===== src/hdl/e2q_pkg.sv =====
// ---------------------------------------------------------------------------
// e2q_pkg
// shared constants and tables of the euler to quaternion pipeline
// ---------------------------------------------------------------------------
package e2q_pkg;

    localparam int CORDIC_STAGES_DEF = 24;
    localparam int FRACTION_BITS_DEF = 30;

    // angle, cordic and product widths
    localparam int ANGLE_W = 19;
    localparam int BANG_W  = 33;
    localparam int WORK_W  = 35;
    localparam int Q_W     = 32;
    localparam int SUM_W   = 36;

    localparam logic signed [ANGLE_W-1:0] ANGLE_LIMIT = 19'sd180000;

    // cordic start value: limit gain in q32
    localparam logic [31:0] GAIN_Q32 = 32'h9B74EDA8;

    // reciprocal of 45000 scaled by 2^48 for the half-angle scaling
    localparam int RECIP_SHIFT = 20;
    localparam logic [32:0] RECIP_K = 33'((64'd1 << 48) / 64'd45000);

    // arctangent table in binary angle units (2^32 per turn)
    localparam logic [31:0] ATAN_TURNS [32] = '{
        32'h20000000, 32'h12E4051E, 32'h09FB385B, 32'h051111D4,
        32'h028B0D43, 32'h0145D7E1, 32'h00A2F61E, 32'h00517C55,
        32'h0028BE53, 32'h00145F2F, 32'h000A2F98, 32'h000517CC,
        32'h00028BE6, 32'h000145F3, 32'h0000A2FA, 32'h0000517D,
        32'h000028BE, 32'h0000145F, 32'h00000A30, 32'h00000518,
        32'h0000028C, 32'h00000146, 32'h000000A3, 32'h00000051,
        32'h00000029, 32'h00000014, 32'h0000000A, 32'h00000005,
        32'h00000003, 32'h00000001, 32'h00000001, 32'h00000000
    };

    // pipeline depth: 7 half-angle, stages plus rounding, 5 quaternion
    function automatic int e2q_latency(input int stages);
        return stages + 13;
    endfunction

endpackage


===== src/hdl/e2q_half_angle.sv =====
// ---------------------------------------------------------------------------
// e2q_half_angle
// saturates a millidegree angle and scales it to a half-angle binary angle
// ---------------------------------------------------------------------------
module e2q_half_angle (
    input  logic                                 clk,
    input  logic                                 rst_n,
    input  logic                                 in_valid,
    input  logic signed [e2q_pkg::ANGLE_W-1:0]   angle_mdeg,
    output logic                                 out_valid,
    output logic signed [e2q_pkg::BANG_W-1:0]    out_angle
);
    import e2q_pkg::*;

    logic [6:0] valid_reg;

    logic                    s1_neg_reg;
    logic [17:0]             s1_mag_reg;
    logic                    s2_neg_reg;
    logic [2:0]              s2_k_reg;
    logic [15:0]             s2_r_reg;
    logic                    s3_neg_reg;
    logic [2:0]              s3_k_reg;
    logic [15:0]             s3_r_reg;
    logic [48:0]             s3_prod_reg;
    logic                    s4_neg_reg;
    logic [2:0]              s4_k_reg;
    logic [15:0]             s4_r_reg;
    logic [27:0]             s4_e_reg;
    logic                    s5_neg_reg;
    logic [2:0]              s5_k_reg;
    logic [15:0]             s5_r_reg;
    logic [27:0]             s5_e_reg;
    logic [44:0]             s5_ep_reg;
    logic                    s6_neg_reg;
    logic [30:0]             s6_q_reg;
    logic signed [BANG_W-1:0] s7_z_reg;

    logic signed [ANGLE_W-1:0] sat;
    logic [17:0]             mag_next;
    logic [2:0]              k_next;
    logic [15:0]             r_next;
    logic [48:0]             bias_sum;
    logic [44:0]             nprime;
    logic [44:0]             rem;
    logic                    corr;
    logic [30:0]             q_next;

    // saturate and take magnitude
    always_comb
    begin
        if (angle_mdeg > ANGLE_LIMIT)
        begin
            sat = ANGLE_LIMIT;
        end
        else if (angle_mdeg < -ANGLE_LIMIT)
        begin
            sat = -ANGLE_LIMIT;
        end
        else
        begin
            sat = angle_mdeg;
        end
        mag_next = sat[ANGLE_W-1] ? 18'(-sat) : 18'(sat);
    end

    // split magnitude into multiples of 45000 and a remainder
    always_comb
    begin
        if (s1_mag_reg >= 18'd180000)
        begin
            k_next = 3'd4;
            r_next = 16'(s1_mag_reg - 18'd180000);
        end
        else if (s1_mag_reg >= 18'd135000)
        begin
            k_next = 3'd3;
            r_next = 16'(s1_mag_reg - 18'd135000);
        end
        else if (s1_mag_reg >= 18'd90000)
        begin
            k_next = 3'd2;
            r_next = 16'(s1_mag_reg - 18'd90000);
        end
        else if (s1_mag_reg >= 18'd45000)
        begin
            k_next = 3'd1;
            r_next = 16'(s1_mag_reg - 18'd45000);
        end
        else
        begin
            k_next = 3'd0;
            r_next = 16'(s1_mag_reg);
        end
    end

    // quotient estimate, remainder check and compose
    assign bias_sum = s3_prod_reg + (49'd1 << (RECIP_SHIFT - 1));
    assign nprime   = {1'b0, s5_r_reg, 28'd22500};
    assign rem      = nprime - s5_ep_reg;
    assign corr     = (rem >= 45'd45000);
    assign q_next   = (31'(s5_k_reg) << 28) + 31'(s5_e_reg) + 31'(corr);

    // valid chain
    always_ff @(posedge clk or negedge rst_n)
    begin
        if (!rst_n)
        begin
            valid_reg <= '0;
        end
        else
        begin
            valid_reg <= {valid_reg[5:0], in_valid};
        end
    end

    // data stages
    always_ff @(posedge clk)
    begin
        s1_neg_reg  <= sat[ANGLE_W-1];
        s1_mag_reg  <= mag_next;
        s2_neg_reg  <= s1_neg_reg;
        s2_k_reg    <= k_next;
        s2_r_reg    <= r_next;
        s3_neg_reg  <= s2_neg_reg;
        s3_k_reg    <= s2_k_reg;
        s3_r_reg    <= s2_r_reg;
        s3_prod_reg <= 49'(s2_r_reg) * 49'(RECIP_K);
        s4_neg_reg  <= s3_neg_reg;
        s4_k_reg    <= s3_k_reg;
        s4_r_reg    <= s3_r_reg;
        s4_e_reg    <= 28'(bias_sum >> RECIP_SHIFT);
        s5_neg_reg  <= s4_neg_reg;
        s5_k_reg    <= s4_k_reg;
        s5_r_reg    <= s4_r_reg;
        s5_e_reg    <= s4_e_reg;
        s5_ep_reg   <= 45'(s4_e_reg) * 45'd45000;
        s6_neg_reg  <= s5_neg_reg;
        s6_q_reg    <= q_next;
        s7_z_reg    <= s6_neg_reg ? -$signed(BANG_W'(s6_q_reg)) : $signed(BANG_W'(s6_q_reg));
    end

    assign out_valid = valid_reg[6];
    assign out_angle = s7_z_reg;

endmodule


===== config.mk =====
export PLATFORM = sky130hd
export DESIGN_NAME = e2q_half_angle
export DESIGN_NICKNAME = d
export VERILOG_FILES = /design/src/hdl/e2q_pkg.sv /design/src/hdl/e2q_half_angle.sv
export SDC_FILE = /design/constraint.sdc
export NUM_CORES = 2
export LEC_CHECK = 0
export BUFFER_PORTS_ARGS = -buffer_cell sky130_fd_sc_hd__buf_2
export CAP_MARGIN = 15
export CORE_MARGIN = 5
export CORE_UTILIZATION = 55
export DETAILED_ROUTE_END_ITERATION = 12
export PLACE_DENSITY = 0.82
export RECOVER_POWER = 50
export SLEW_MARGIN = 20
export SYNTH_ARGS = -nofsm -noshare
export SYNTH_HDL_FRONTEND = slang
export SYNTH_SLANG_ARGS = --single-unit
export TNS_END_PERCENT = 20

===== constraint.sdc =====
create_clock -name clk -period 11.3 [get_ports clk]
set_input_delay 1.13 -clock clk [delete_from_list [all_inputs] [get_ports clk]]
set_output_delay 1.13 -clock clk [all_outputs]
set_load 0.005 [all_outputs]

==> results.rst <==
.. list-table::
   :header-rows: 1

   * - Metric
     - Value
   * - Outcome
     - finished with violations
   * - Violations in the final reports
     - capacitance limit, slew limit
   * - Post-synthesis sequential area ratio
     - 22.8%
   * - Type of element launching the critical path
     - flop
   * - Number of vias in the routed layout
     - 17,562
   * - Worst setup path category
     - flop to flop
   * - Nature of the critical path endpoint
     - flop
   * - Final-layout worst hold slack
     - 323 ps
   * - Area growth from synthesis to final layout
     - 7.68%
   * - Number of antenna-violating nets in the routed design
     - 0
   * - Setup crit end
     - s3_prod_reg[40]$_DFF_P_
   * - Wire length of the first global-routing pass
     - 101,000 um
   * - Syn Area/Cell
     - 10.1 um^2
   * - Horizontal extent of the die
     - 228 um
   * - Proportion of layout cells with a drive suffix above 1
     - 4.65%
   * - Total wire length after detailed routing
     - 61,500 um
   * - Total clock sinks
     - 294
   * - Util after Layout
     - 60.1%
   * - Post-route worst setup slack
     - 4110 ps
   * - Average via count per standard cell
     - 5.36
   * - Clock root buffer
     - clkbuf_16
   * - Fin Setup TNS
     - 0 ps
   * - Residual DRC
     - 0
   * - Slew headroom
     - -25.7%
   * - Top library cells by usage in the layout, fill and taps aside
     - inv_1 (631), fa_1 (386), ha_1 (336), dfxtp_1 (287), xnor2_1 (126)
   * - Worst flop-to-flop path startpoint
     - s2_r_reg[14]$_DFF_P_
   * - Number of standard cells after synthesis
     - 2,567
   * - Data required time at the worst endpoint
     - 11,810 ps
   * - Area of the die
     - 51,800 um^2
   * - Count of cells along the worst register-to-register path
     - 21
   * - Top FF cell, synth
     - dfxtp_1
   * - Die Span Y
     - 228 um
   * - First-pass iteration count of the detailed router
     - 6
   * - Number of nets at the end of the flow
     - 3,389
   * - Count of final max-slew check failures
     - 21
   * - DP HPWL
     - 52,100 um
   * - Number of nets in the synthesized netlist
     - 3,311
   * - Port bufs
     - 55
   * - Register-to-register setup slack
     - 4110 ps
   * - CTS tree
     - yes
   * - Number of buffers between clock root and the deepest sink
     - 3
   * - Post-layout min period
     - 7190 ps
   * - Synthesized cell area
     - 26,000 um^2
   * - Final routed wire length divided by cell count
     - 18.8 um
   * - EDFF count, synth
     - 0
   * - Total core area
     - 46,700 um^2
   * - Arrival time of data at the critical path endpoint
     - 7700 ps
   * - Asr flop ratio synth
     - 2.38%
   * - Leading cell type in the layout, fill and taps excluded
     - inv_1
   * - Hold-fix buffers at CTS
     - 0
   * - Hold violation total from the final report
     - 0
   * - Initial Util
     - 55.8%
   * - Max-cap viol count
     - 1
   * - Critical path peak fanout
     - 9
   * - Number of inserted filler cells in the final layout
     - 3,819
   * - Tightest Hold Check Type
     - flop to flop
   * - Crit path launch
     - s2_r_reg[14]$_DFF_P_
   * - Maximum frequency from static timing analysis
     - 139 MHz
   * - Number of flip-flops in the largest register
     - 38
   * - Clock-pin transition on the worst setup and hold timing paths
     - 60 ps
   * - Setup repair after global routing missed its margin
     - false
   * - Iteration-0 DRC count of the detailed router
     - 875
   * - Distinct cell type count after synthesis
     - 72
   * - Clock buffers created by TritonCTS
     - 31
   * - Number of endpoints failing setup at the final stage
     - 0
   * - Diode insertion count for antenna repair
     - 0
   * - Post-place setup slack
     - 4140 ps
   * - Slew at the pin with the worst max-slew slack
     - 1890 ps
   * - Post-route clock period utilization
     - 63.6%
   * - Count of boundary I/O pins
     - 56
   * - Row count
     - 79
   * - Reg2Reg Capture Point
     - s3_prod_reg[40]$_DFF_P_
   * - Residual overflow from global routing
     - 0
   * - Flip-flop and latch count after synthesis
     - 294
   * - Number of antenna violations at the first check in global routing
     - 1
   * - Quantity of gates resized following cts
     - 0
   * - Vias in the first global route
     - 19,475
   * - Total global routing track utilization
     - 24.8%
   * - Largest net degree at the start of global routing
     - 34
   * - Setup repair bufs after CTS
     - 0
   * - YS warnings
     - 0
   * - Worst Clk Skew
     - 15.0 ps
   * - H-tree levels
     - 1
   * - Routability congestion estimate from global placement
     - 0.976
   * - Later-pin clock latency in the skew report
     - 590 ps
critical path, stage by stage (launching register included):
cell	delay, ps
dfxtp_1	560
fa_1	650
fa_1	600
inv_1	70
fa_1	520
inv_1	60
fa_1	510
fa_1	540
inv_1	50
fa_1	540
inv_1	40
ha_1	290
a21oi_1	130
o211ai_1	90
a311o_1	340
o211a_1	270
a221o_1	370
a21oi_1	430
o21ai_1	250
a31o_2	310
a221oi_1	320
xnor2_1	150
worst min-delay path by stage:
stage                             start                  end  slack [ps]  cells after the start
floorplan            s1_neg_reg$_DFF_P_   s2_neg_reg$_DFF_P_         310                      0
global placement    s4_r_reg[3]$_DFF_P_  s5_r_reg[3]$_DFF_P_         310                      0
detailed placement  s4_r_reg[9]$_DFF_P_  s5_r_reg[9]$_DFF_P_         310                      0
CTS                 s4_r_reg[9]$_DFF_P_  s5_r_reg[9]$_DFF_P_         320                      0
global route        s4_r_reg[1]$_DFF_P_  s5_r_reg[1]$_DFF_P_         330                      0
finish              s4_r_reg[9]$_DFF_P_  s5_r_reg[9]$_DFF_P_         320                      0
metal layers:
layer | track usage, % | vias up | part of all wire, %
met2 | 44.5 | 399 | 51
met4 | 7.74 | 0 | 3.6
met5 | 0 | - | 0
met3 | 3.19 | 132 | 4.0
li1 | - | 8305 | -
met1 | 31.4 | 8726 | 41
synth_stat cells (all sizes together) (8+ instances only):
cell	n	area, um^2
inv	631	2370
nand3	50	255
or4	10	87.6
or2	12	75.1
nor2	87	327
o41ai	8	77.6
ha	336	4200
xnor2	126	1100
o31ai	13	97.6
nor3	30	150
nand2	97	364
nand4	21	131
and2	12	75.1
a31oi	9	56.3
nand2b	10	62.6
and3	19	119
a21o	52	390
a211oi	9	67.6
fa	386	7730
or3	15	109
mux2i	8	80.1
o21a	15	113
xor2	46	403
o21bai	10	75.1
o21ai	68	340
clkbuf	14	52.6
dfxtp	287	5750
a21oi	95	475
cell families (layout without fill, tap and decap cells):
family,Yosys count,in the layout,share of synthesized area [%]
compound gates,333,333,8.32
xor+xnor,172,172,5.79
fa+ha+maj,722,722,45.8
buf+inv,647,748,9.35
flops,294,294,22.8
mux,8,8,0.308
simple gates,391,391,7.64
through the flow:
step	area, um^2	cells
2_1_floorplan	26000	2567
6_report	28000	3275
4_1_cts	28100	3275
5_1_grt	28000	3275
3_5_place_dp	27000	3219
3_3_place_gp	27000	3219
area by class of cell:
type / count / area (um^2) / share of cell area (%)
Inverter: 632 / 2370 / 8.47
Timing Repair Buffer: 60 / 292 / 1.04
Sequential cell: 294 / 5920 / 21.1
Tap cell: 607 / 759 / 2.71
Clock inverter: 21 / 230 / 0.822
Multi-Input combinational cell: 1626 / 17700 / 63.0
Clock buffer: 35 / 791 / 2.82
Power is left out: the tool's default activity adds up to more than one toggle a clock period on the data nets, which glitch-free logic cannot reach.
